===== config.mk =====
export PLATFORM = sky130hd
export DESIGN_NAME = ppm_frame_decoder_core
export DESIGN_NICKNAME = d
export VERILOG_FILES = /design/src/rtl/ppmd_pkg.sv /design/src/rtl/ppm_frame_decoder_core.sv /design/src/rtl/ppmd_front.sv /design/src/rtl/ppmd_fifo.sv /design/src/rtl/ppmd_map.sv
export SDC_FILE = /design/constraint.sdc
export NUM_CORES = 2
export LEC_CHECK = 0
export ABC_AREA = 1
export BUFFER_PORTS_ARGS = -buffer_cell sky130_fd_sc_hd__clkbuf_2
export CORE_MARGIN = 2
export CORE_UTILIZATION = 50
export CTS_CLUSTER_DIAMETER = 50
export CTS_CLUSTER_SIZE = 14
export DETAILED_ROUTE_END_ITERATION = 8
export GPL_TIMING_DRIVEN = 0
export MAX_ROUTING_LAYER = met4
export PLACE_DENSITY_LB_ADDON = 0.08
export SLEW_MARGIN = 25
export SYNTH_ARGS = -nofsm -noshare
export SYNTH_HDL_FRONTEND = slang
export SYNTH_SLANG_ARGS = --single-unit

===== constraint.sdc =====
create_clock -name i_clk -period 14.15 [get_ports i_clk]
set_clock_uncertainty 0.2 [all_clocks]
set_input_delay 2.83 -clock i_clk [delete_from_list [all_inputs] [get_ports i_clk]]
set_output_delay 2.83 -clock i_clk [all_outputs]
set_load 0.1 [all_outputs]

===== src/rtl/ppmd_pkg.sv =====
// ppmd_pkg: shared types and constants of the ppm frame decoder
// used by every module of the block; depends on nothing

package ppmd_pkg;

    localparam int MAX_CHANNELS = 16;
    localparam int MIN_CHANNELS = 4;

    localparam int TIME_W  = 32;
    localparam int US_W    = 16;
    localparam int OUT_W   = 12;
    localparam int STAB_W  = 8;
    localparam int CH_W    = 4;
    localparam int POS_W   = 5;
    localparam int CFG_IDX_W  = 3;
    localparam int CFG_DATA_W = 16;

    // position value stored when no count is known
    localparam logic [POS_W-1:0] NONE_MARK = 5'd31;

    // product of offset and output span, and the quotient steps it needs
    localparam int PROD_W    = US_W + OUT_W;
    localparam int DIV_STEPS = OUT_W;
    localparam int STEP_W    = 4;

    // channel command queue
    localparam int QDEPTH = 4;
    localparam int Q_AW   = 2;

    typedef enum logic [CFG_IDX_W-1:0] {
        CFG_SYNC_MIN     = 3'd0,
        CFG_CHANNEL_MIN  = 3'd1,
        CFG_CHANNEL_MAX  = 3'd2,
        CFG_MAP_IN_LOW   = 3'd3,
        CFG_MAP_IN_HIGH  = 3'd4,
        CFG_OUT_LOW      = 3'd5,
        CFG_OUT_HIGH     = 3'd6,
        CFG_STABLE       = 3'd7
    } t_cfg_idx;

    typedef struct packed {
        logic [US_W-1:0]   sync_min_us;
        logic [US_W-1:0]   channel_min_us;
        logic [US_W-1:0]   channel_max_us;
        logic [US_W-1:0]   map_in_low;
        logic [US_W-1:0]   map_in_high;
        logic [OUT_W-1:0]  out_low;
        logic [OUT_W-1:0]  out_high;
        logic [STAB_W-1:0] stable_needed;
    } t_cfg;

    typedef struct packed {
        logic [CH_W-1:0] index;
        logic [US_W-1:0] width;
        logic            valid;
        logic            last;
    } t_chan_cmd;

    typedef struct packed {
        logic full;
        logic empty;
    } t_fifo_stat;

endpackage


===== src/rtl/ppm_frame_decoder_core.sv =====
// ppm_frame_decoder_core: top level of the ppm frame decoder, holding the
// configuration registers; depends on ppmd_pkg, ppmd_front, ppmd_fifo, ppmd_map

// Accepts one rising-edge timestamp per input word and reports decoded frames
// as sixteen channel words, index 0 to 15, the last one flagged. An edge that
// does not close an emitted frame leaves input ready high. An edge that closes
// a frame while the channel count is locked starts a sweep that queues one
// command per channel; input ready stays low until all sixteen are queued. The
// back end takes each in-range channel word through one multiply, a 12-step
// serial divider, an offset add and the output load; a clamped or unused
// channel skips the divider. The user must write configuration through the
// plain write port only while idle; the block itself does not enforce it.

module ppm_frame_decoder_core import ppmd_pkg::*; (
    input  logic                  i_clk,
    input  logic                  i_rst_n,
    input  logic                  i_cfg_we,
    input  logic [CFG_IDX_W-1:0]  i_cfg_index,
    input  logic [CFG_DATA_W-1:0] i_cfg_data,
    input  logic                  i_valid,
    output logic                  o_ready,
    input  logic [TIME_W-1:0]     i_edge_time,
    output logic                  o_valid,
    input  logic                  i_ready,
    output logic [CH_W-1:0]       o_channel_index,
    output logic [OUT_W-1:0]      o_channel_value,
    output logic                  o_channel_valid,
    output logic                  o_frame_last
);

    t_cfg       r_cfg;
    logic       w_push, w_pop;
    t_chan_cmd  w_cmd, w_head;
    t_fifo_stat w_fifo_stat;

    always_ff @(posedge i_clk) begin
        if (!i_rst_n) begin
            r_cfg.sync_min_us    <= 16'd2700;
            r_cfg.channel_min_us <= 16'd750;
            r_cfg.channel_max_us <= 16'd2500;
            r_cfg.map_in_low     <= 16'd1000;
            r_cfg.map_in_high    <= 16'd2000;
            r_cfg.out_low        <= 12'd1000;
            r_cfg.out_high       <= 12'd2000;
            r_cfg.stable_needed  <= 8'd25;
        end else if (i_cfg_we) begin
            case (t_cfg_idx'(i_cfg_index))
                CFG_SYNC_MIN:    r_cfg.sync_min_us    <= i_cfg_data;
                CFG_CHANNEL_MIN: r_cfg.channel_min_us <= i_cfg_data;
                CFG_CHANNEL_MAX: r_cfg.channel_max_us <= i_cfg_data;
                CFG_MAP_IN_LOW:  r_cfg.map_in_low     <= i_cfg_data;
                CFG_MAP_IN_HIGH: r_cfg.map_in_high    <= i_cfg_data;
                CFG_OUT_LOW:     r_cfg.out_low        <= i_cfg_data[OUT_W-1:0];
                CFG_OUT_HIGH:    r_cfg.out_high       <= i_cfg_data[OUT_W-1:0];
                CFG_STABLE:      r_cfg.stable_needed  <= i_cfg_data[STAB_W-1:0];
                default:         r_cfg <= r_cfg;
            endcase
        end
    end

    ppmd_front u_front (
        .i_clk       (i_clk),
        .i_rst_n     (i_rst_n),
        .i_cfg       (r_cfg),
        .i_valid     (i_valid),
        .o_ready     (o_ready),
        .i_edge_time (i_edge_time),
        .o_push      (w_push),
        .o_cmd       (w_cmd),
        .i_fifo_stat (w_fifo_stat)
    );

    ppmd_fifo u_fifo (
        .i_clk   (i_clk),
        .i_rst_n (i_rst_n),
        .i_push  (w_push),
        .i_cmd   (w_cmd),
        .i_pop   (w_pop),
        .o_head  (w_head),
        .o_stat  (w_fifo_stat)
    );

    ppmd_map u_map (
        .i_clk           (i_clk),
        .i_rst_n         (i_rst_n),
        .i_cfg           (r_cfg),
        .i_head          (w_head),
        .i_fifo_stat     (w_fifo_stat),
        .o_pop           (w_pop),
        .o_valid         (o_valid),
        .i_ready         (i_ready),
        .o_channel_index (o_channel_index),
        .o_channel_value (o_channel_value),
        .o_channel_valid (o_channel_valid),
        .o_frame_last    (o_frame_last)
    );

    // queue never written when full, never read when empty
    a_no_overflow: assert property (@(posedge i_clk) disable iff (!i_rst_n)
        w_push |-> !w_fifo_stat.full)
        else $error("channel queue pushed while full");

    a_no_underflow: assert property (@(posedge i_clk) disable iff (!i_rst_n)
        w_pop |-> !w_fifo_stat.empty)
        else $error("channel queue popped while empty");

    // unused channel words carry a zero value
    a_invalid_zero: assert property (@(posedge i_clk) disable iff (!i_rst_n)
        (o_valid && !o_channel_valid) |-> (o_channel_value == '0))
        else $error("invalid channel word with nonzero value");

    a_last_index: assert property (@(posedge i_clk) disable iff (!i_rst_n)
        (o_valid && o_frame_last) |-> (o_channel_index == CH_W'(MAX_CHANNELS - 1)))
        else $error("frame end flagged on wrong channel");

endmodule


===== src/rtl/ppmd_front.sv =====
// ppmd_front: edge interval classification, frame tracking, width store
// and per-channel command sweep; depends on ppmd_pkg

module ppmd_front import ppmd_pkg::*; (
    input  logic              i_clk,
    input  logic              i_rst_n,
    input  t_cfg              i_cfg,
    input  logic              i_valid,
    output logic              o_ready,
    input  logic [TIME_W-1:0] i_edge_time,
    output logic              o_push,
    output t_chan_cmd         o_cmd,
    input  t_fifo_stat        i_fifo_stat
);

    typedef enum logic [1:0] {
        FS_IDLE = 2'b01,
        FS_EMIT = 2'b10
    } t_front_state;

    t_front_state r_state, n_state;
    logic [TIME_W-1:0] r_prev, n_prev;
    logic [POS_W-1:0]  r_pos, n_pos;
    logic [POS_W-1:0]  r_locked, n_locked;
    logic [POS_W-1:0]  r_prior, n_prior;
    logic [STAB_W-1:0] r_stable, n_stable;
    logic              r_in_sync, n_in_sync;
    logic [CH_W-1:0]   r_k, n_k;
    logic [US_W-1:0]   r_store [MAX_CHANNELS];

    logic              w_accept;
    logic [TIME_W-1:0] w_interval;
    logic              w_is_sync;
    logic              w_stable_cond;
    logic              w_chan_ok;
    logic              w_store_we;
    logic              w_last_k;

    assign o_ready    = (r_state == FS_IDLE);
    assign w_accept   = i_valid && o_ready;
    assign w_interval = i_edge_time - r_prev;
    assign w_is_sync  = w_interval > TIME_W'(i_cfg.sync_min_us);
    assign w_stable_cond = (r_pos == r_prior) && (r_pos >= POS_W'(MIN_CHANNELS))
                        && (r_pos <= POS_W'(MAX_CHANNELS));
    assign w_chan_ok  = (w_interval > TIME_W'(i_cfg.channel_min_us))
                     && (w_interval < TIME_W'(i_cfg.channel_max_us))
                     && (r_pos < POS_W'(MAX_CHANNELS));
    assign w_last_k   = (r_k == CH_W'(MAX_CHANNELS - 1));

    assign o_push       = (r_state == FS_EMIT) && !i_fifo_stat.full;
    assign o_cmd.index  = r_k;
    assign o_cmd.width  = r_store[r_k];
    assign o_cmd.valid  = ({1'b0, r_k} < r_locked);
    assign o_cmd.last   = w_last_k;

    always_comb begin
        n_state   = r_state;
        n_prev    = r_prev;
        n_pos     = r_pos;
        n_locked  = r_locked;
        n_prior   = r_prior;
        n_stable  = r_stable;
        n_in_sync = r_in_sync;
        n_k       = r_k;
        w_store_we = 1'b0;
        case (r_state)
            FS_IDLE: begin
                if (w_accept) begin
                    n_prev = i_edge_time;
                    if (w_interval != '0) begin
                        if (w_is_sync) begin
                            if (w_stable_cond) begin
                                if (r_stable < i_cfg.stable_needed) begin
                                    n_stable = r_stable + STAB_W'(1);
                                end else begin
                                    n_locked = r_pos;
                                end
                            end else begin
                                n_stable = '0;
                            end
                            // the lock may take effect on this very frame
                            if (r_in_sync && (r_pos == n_locked)) begin
                                n_state = FS_EMIT;
                                n_k     = '0;
                            end
                            n_in_sync = 1'b1;
                            n_prior   = r_pos;
                            n_pos     = '0;
                        end else if (r_in_sync) begin
                            if (w_chan_ok) begin
                                w_store_we = 1'b1;
                                n_pos      = r_pos + POS_W'(1);
                            end else begin
                                n_in_sync = 1'b0;
                            end
                        end
                    end
                end
            end
            FS_EMIT: begin
                if (o_push) begin
                    n_k = r_k + CH_W'(1);
                    if (w_last_k) begin
                        n_state = FS_IDLE;
                    end
                end
            end
            default: begin
                n_state = FS_IDLE;
            end
        endcase
    end

    always_ff @(posedge i_clk) begin
        if (!i_rst_n) begin
            r_state   <= FS_IDLE;
            r_prev    <= '0;
            r_pos     <= '0;
            r_locked  <= NONE_MARK;
            r_prior   <= NONE_MARK;
            r_stable  <= '0;
            r_in_sync <= 1'b0;
            r_k       <= '0;
        end else begin
            r_state   <= n_state;
            r_prev    <= n_prev;
            r_pos     <= n_pos;
            r_locked  <= n_locked;
            r_prior   <= n_prior;
            r_stable  <= n_stable;
            r_in_sync <= n_in_sync;
            r_k       <= n_k;
        end
    end

    always_ff @(posedge i_clk) begin
        if (w_store_we) begin
            r_store[r_pos[CH_W-1:0]] <= w_interval[US_W-1:0];
        end
    end

endmodule


===== src/rtl/ppmd_fifo.sv =====
// ppmd_fifo: short queue of channel commands between front and back
// depends on ppmd_pkg

module ppmd_fifo import ppmd_pkg::*; (
    input  logic       i_clk,
    input  logic       i_rst_n,
    input  logic       i_push,
    input  t_chan_cmd  i_cmd,
    input  logic       i_pop,
    output t_chan_cmd  o_head,
    output t_fifo_stat o_stat
);

    t_chan_cmd       r_mem [QDEPTH];
    logic [Q_AW-1:0] r_wr, r_rd;
    logic [Q_AW:0]   r_count;

    assign o_head       = r_mem[r_rd];
    assign o_stat.full  = (r_count == (Q_AW+1)'(QDEPTH));
    assign o_stat.empty = (r_count == '0);

    always_ff @(posedge i_clk) begin
        if (!i_rst_n) begin
            r_wr    <= '0;
            r_rd    <= '0;
            r_count <= '0;
        end else begin
            if (i_push) begin
                r_wr <= r_wr + Q_AW'(1);
            end
            if (i_pop) begin
                r_rd <= r_rd + Q_AW'(1);
            end
            case ({i_push, i_pop})
                2'b10:   r_count <= r_count + (Q_AW+1)'(1);
                2'b01:   r_count <= r_count - (Q_AW+1)'(1);
                default: r_count <= r_count;
            endcase
        end
    end

    always_ff @(posedge i_clk) begin
        if (i_push) begin
            r_mem[r_wr] <= i_cmd;
        end
    end

endmodule


===== src/rtl/ppmd_map.sv =====
// ppmd_map: clamps and maps one channel width per command, with a
// bit-serial divider and the result output register; depends on ppmd_pkg

module ppmd_map import ppmd_pkg::*; (
    input  logic             i_clk,
    input  logic             i_rst_n,
    input  t_cfg             i_cfg,
    input  t_chan_cmd        i_head,
    input  t_fifo_stat       i_fifo_stat,
    output logic             o_pop,
    output logic             o_valid,
    input  logic             i_ready,
    output logic [CH_W-1:0]  o_channel_index,
    output logic [OUT_W-1:0] o_channel_value,
    output logic             o_channel_valid,
    output logic             o_frame_last
);

    typedef enum logic [4:0] {
        BS_IDLE = 5'b00001,
        BS_CALC = 5'b00010,
        BS_DIV  = 5'b00100,
        BS_FIN  = 5'b01000,
        BS_DONE = 5'b10000
    } t_back_state;

    t_back_state       r_state;
    t_chan_cmd         r_cmd;
    logic [OUT_W-1:0]  r_res;
    logic              r_neg;
    logic [US_W-1:0]   r_span;
    logic [US_W-1:0]   r_rem;
    logic [OUT_W-1:0]  r_numlo;
    logic [OUT_W-1:0]  r_quo;
    logic [STEP_W-1:0] r_step;
    logic              r_o_valid;

    logic              w_below, w_above, w_flat, w_neg;
    logic [US_W-1:0]   w_span, w_offs;
    logic [OUT_W-1:0]  w_mag;
    logic [PROD_W-1:0] w_prod;
    logic [US_W:0]     w_rem2, w_diff;
    logic              w_ge;
    logic              w_out_free;
    logic              w_load;

    assign w_below = r_cmd.width < i_cfg.map_in_low;
    assign w_above = r_cmd.width > i_cfg.map_in_high;
    assign w_span  = i_cfg.map_in_high - i_cfg.map_in_low;
    assign w_flat  = (w_span == '0);
    assign w_neg   = i_cfg.out_high < i_cfg.out_low;
    assign w_mag   = w_neg ? (i_cfg.out_low - i_cfg.out_high)
                           : (i_cfg.out_high - i_cfg.out_low);
    assign w_offs  = r_cmd.width - i_cfg.map_in_low;
    assign w_prod  = PROD_W'(w_offs) * PROD_W'(w_mag);

    // restoring step: quotient fits the output width since offs <= span
    assign w_rem2  = {r_rem, r_numlo[OUT_W-1]};
    assign w_diff  = w_rem2 - {1'b0, r_span};
    assign w_ge    = (w_rem2 >= {1'b0, r_span});

    assign w_out_free = !r_o_valid || i_ready;
    assign w_load     = (r_state == BS_DONE) && w_out_free;
    assign o_pop      = (r_state == BS_IDLE) && !i_fifo_stat.empty;

    always_ff @(posedge i_clk) begin
        if (!i_rst_n) begin
            r_state   <= BS_IDLE;
            r_o_valid <= 1'b0;
        end else begin
            if (w_load) begin
                r_o_valid <= 1'b1;
            end else if (i_ready) begin
                r_o_valid <= 1'b0;
            end
            case (r_state)
                BS_IDLE: begin
                    if (o_pop) begin
                        r_state <= BS_CALC;
                    end
                end
                BS_CALC: begin
                    if (!r_cmd.valid || w_below || w_above || w_flat) begin
                        r_state <= BS_DONE;
                    end else begin
                        r_state <= BS_DIV;
                    end
                end
                BS_DIV: begin
                    if (r_step == '0) begin
                        r_state <= BS_FIN;
                    end
                end
                BS_FIN: begin
                    r_state <= BS_DONE;
                end
                BS_DONE: begin
                    if (w_out_free) begin
                        r_state <= BS_IDLE;
                    end
                end
                default: begin
                    r_state <= BS_IDLE;
                end
            endcase
        end
    end

    always_ff @(posedge i_clk) begin
        case (r_state)
            BS_IDLE: begin
                if (o_pop) begin
                    r_cmd <= i_head;
                end
            end
            BS_CALC: begin
                if (!r_cmd.valid) begin
                    r_res <= '0;
                end else if (w_below) begin
                    r_res <= i_cfg.out_low;
                end else if (w_above) begin
                    r_res <= i_cfg.out_high;
                end else if (w_flat) begin
                    r_res <= i_cfg.out_low;
                end
                r_neg   <= w_neg;
                r_span  <= w_span;
                r_rem   <= w_prod[PROD_W-1:OUT_W];
                r_numlo <= w_prod[OUT_W-1:0];
                r_step  <= STEP_W'(DIV_STEPS - 1);
            end
            BS_DIV: begin
                r_rem   <= w_ge ? w_diff[US_W-1:0] : w_rem2[US_W-1:0];
                r_numlo <= {r_numlo[OUT_W-2:0], 1'b0};
                r_quo   <= {r_quo[OUT_W-2:0], w_ge};
                r_step  <= r_step - STEP_W'(1);
            end
            BS_FIN: begin
                r_res <= r_neg ? (i_cfg.out_low - r_quo) : (i_cfg.out_low + r_quo);
            end
            BS_DONE: begin
                if (w_out_free) begin
                    o_channel_index <= r_cmd.index;
                    o_channel_value <= r_res;
                    o_channel_valid <= r_cmd.valid;
                    o_frame_last    <= r_cmd.last;
                end
            end
            default: begin
                r_res <= r_res;
            end
        endcase
    end

    assign o_valid = r_o_valid;

endmodule


==> summary.txt <==
STA
  – Setup Total Neg Slack: 0 ps
  – Fin. Hold Viols: 0
  – Peak Freq: 118 MHz
  – Slew Viols, Final: 0
  – Slew @ Worst Pin: 1060 ps
  – RSZ-0062 raised after global routing: no
  – Tmin final: 8480 ps
  – Hold WS: 219 ps
  – Final setup viols: 0
  – Final worst-path cycle share: 59.9%
  – Setup ws final: 5670 ps
  – Rel. slew slack: ~30%

Run status
  – Status: finished clean

Drt
  – Via count: 30100
  – Via-to-Cell Ratio: 5.31
  – WL final: 109000 µm
  – Residual DRC: 0
  – DRT Pass-1 Iters: 5
  – Remaining antenna violation count after routing: 0
  – Routed length per instance: 19.2 µm
  – DR iter-0 viols: 2362

Finish
  – Share of post-route cells with drive strength above 1: 7.81%
  – Multi-input gate area: 0.0188 mm²
  – Filler cell count: 7061
  – Area Growth Syn to Fin: 13.0%
  – Register Area: 0.0175 mm²
  – Final net count: 5014
  – # diodes: 0
  – Finished Cell Area: 0.0447 mm²

Placement
  – Pre-CTS setup slack: 5780 ps
  – Final HPWL DP: between 80000 and 90000 µm
  – DP Area: between 0.04 and 0.05 mm²
  – Port Buffer Count: 74
  – GP Congestion: 0.975

Worst hold path
  – Worst Hold Class: reg -> reg
  – Hold path depth: 0

Clocking
  – Cts hold-fix bufs: 0
  – Root buf cell: clkbuf_16
  – Post-CTS resize count: 0
  – CTS buffer count: 83
  – Skew-Pair Late Insertion Delay: roughly 640 ps
  – Clock Tree Buf Depth: 3
  – Post-CTS Setup Inserts: 0
  – Clk sink count: 648
  – Clock slew at reported path FFs: about 60 ps
  – H-tree depth: 3
  – CTS tree: yes

Synth
  – Prevailing post-synth register cell: edfxtp_1
  – Synthesized cell area: 0.0395 mm²
  – Post-synth cell types: 62
  – Post-Syn Instances: 4374
  – Synth Register Bits: 648
  – Synth cell count leaders: 761 x inv_1, 741 x nand2_1, 457 x edfxtp_1
  – Top-area cell type share of the netlist area: 34.7%
  – Count leader, synth: inv_1
  – Area contributors post-synth: edfxtp_1 35%, dfxtp_1 9.7%, ha_1 8.4%
  – Synth area leader: edfxtp_1
  – Async SR Flop Fraction: 0%
  – Syn_area_per_cell: between 9 and 10 µm²
  – Synth Warn #: 0
  – Number of synthesized flops with an enable pin: 457
  – Syn nets: 4842
  – Register area share after synthesis: 44.4%

Critical path
  – Critical path's slowest cell: fa_1
  – Most common cell on crit path: fa_1
  – Critical Path RT: 14300 ps
  – Data arrival, critical path: approximately 8600 ps
  – CP peak stage delay: about 560 ps
  – Crit. End Element: flip-flop
  – Crit start category: flip-flop
  – WS Path Type: reg -> reg
  – Worst R2R Path Depth: 35
  – Max Fanout on Critical Path: 10

Floorplan
  – Die Wd: roughly 290 µm
  – DIE HEIGHT: 285 µm
  – Core area: 0.0786 mm²
  – # rows: about 100
  – Die area: 0.0813 mm²
  – Total I/O pin count: 76
  – Initial core utilization: 50.3%

GRT
  – Largest net degree at the start of global routing: 29
  – First-pass GRT wire length: approximately 170000 µm
  – Total GRT Usage: 27.8%
  – Vias in the first global route: 29500
  – Initial antenna violation count: 2
  – Total gr overflow: 0

Flow run
  – Max cap viols: 0
[worst paths after layout]
path	start	to	slack [ps]
max reg2reg	r_cfg[21]	u_map.r_rem[8]	5670
min	u_map.r_res[5]	u_map.o_channel_value[5]	220
min reg2reg	u_map.r_res[5]	u_map.o_channel_value[5]	220
max	r_cfg[21]	u_map.r_rem[8]	5670
[kinds of logic after synthesis]
kind of cell / synth area share [%]
mux: 1.62
fa+ha+maj: 15.9
compound gates: 13.2
simple gates: 13.6
buf+inv: 8.89
flops: 44.4
xor+xnor: 2.37
[state kept, by name (all words and copies together), names as in the netlist, 2 cells and up, named ones only]
signal	cells
u_fifo.r_wr	2
u_front.r_stable	8
u_map.r_state	5
u_map.r_span	16
u_map.o_channel_index	4
u_map.r_rem	16
u_map.r_numlo	12
u_front.r_locked	5
u_map.r_cmd	22
u_front.r_state	2
u_fifo.r_mem	88
u_front.r_k	4
u_map.r_step	4
r_cfg	112
u_map.r_res	12
u_front.r_prev	32
u_map.o_channel_value	12
u_front.r_pos	5
u_map.r_quo	12
u_front.r_store	256
u_fifo.r_count	3
u_fifo.r_rd	2
u_front.r_prior	5
[cell usage in the layout, fill, tap and decap left out, types with 24 or more instances in the layout]
cell type / netlist / layout
a21oi_1: 365 / 365
xnor2_1: 38 / 37
o22ai_1: 24 / 24
nor3_1: 28 / 27
inv_1: 761 / 762
clkbuf_1: 106 / 109
edfxtp_1: 457 / 457
o211ai_1: 122 / 122
clkbuf_2: 1 / 77
o21ai_0: 355 / 355
mux2i_1: 64 / 64
xor2_1: 69 / 59
ha_1: 264 / 264
nor2_1: 292 / 270
clkbuf_16: 0 / 86
nand3_1: 123 / 123
fa_1: 148 / 147
nand2_1: 741 / 740
dfxtp_1: 191 / 191
[per-stage QoR]
| stage | util [%] | cells |
|---|---|---|
| 2_1_floorplan | - | 4374 |
| 3_3_place_gp | 52.4 | 5498 |
| 3_5_place_dp | 53.2 | 5511 |
| 4_1_cts | 56.8 | 5661 |
| 5_1_grt | 56.8 | 5661 |
| 6_report | 56.8 | 5661 |
[per-layer routing]
layer	global-route usage [%]	up-vias	share of wire (%)
met2	46.7	743	49
met5	-	-	0
met4	9.01	0	3.4
met1	35.2	14300	43
li1	-	14900	-
met3	3.12	208	4.8
[critical path: cells and delay by family (launching register included)]
family / cells / cell delay, ps
adders and majority gates: 7 / 3530
AOI/OAI and AO/OA: 14 / 2440
buffers and inverters: 7 / 760
and+or+nand+nor: 7 / 760
DFF: 1 / 500
[cell type report]
| class | instances | share of cell area (%) |
|---|---|---|
| Sequential cell | 648 | 39.3 |
| Clock inverter | 59 | 1.57 |
| Inverter | 778 | 6.54 |
| Timing Repair Buffer | 87 | 1.46 |
| Tap cell | 1050 | 2.94 |
| Clock buffer | 91 | 4.86 |
| Buffer | 139 | 1.33 |
| Multi-Input combinational cell | 2809 | 42.0 |
Power is left out: the tool's default activity adds up to more than one toggle a clock period on the data nets, which glitch-free logic cannot reach.
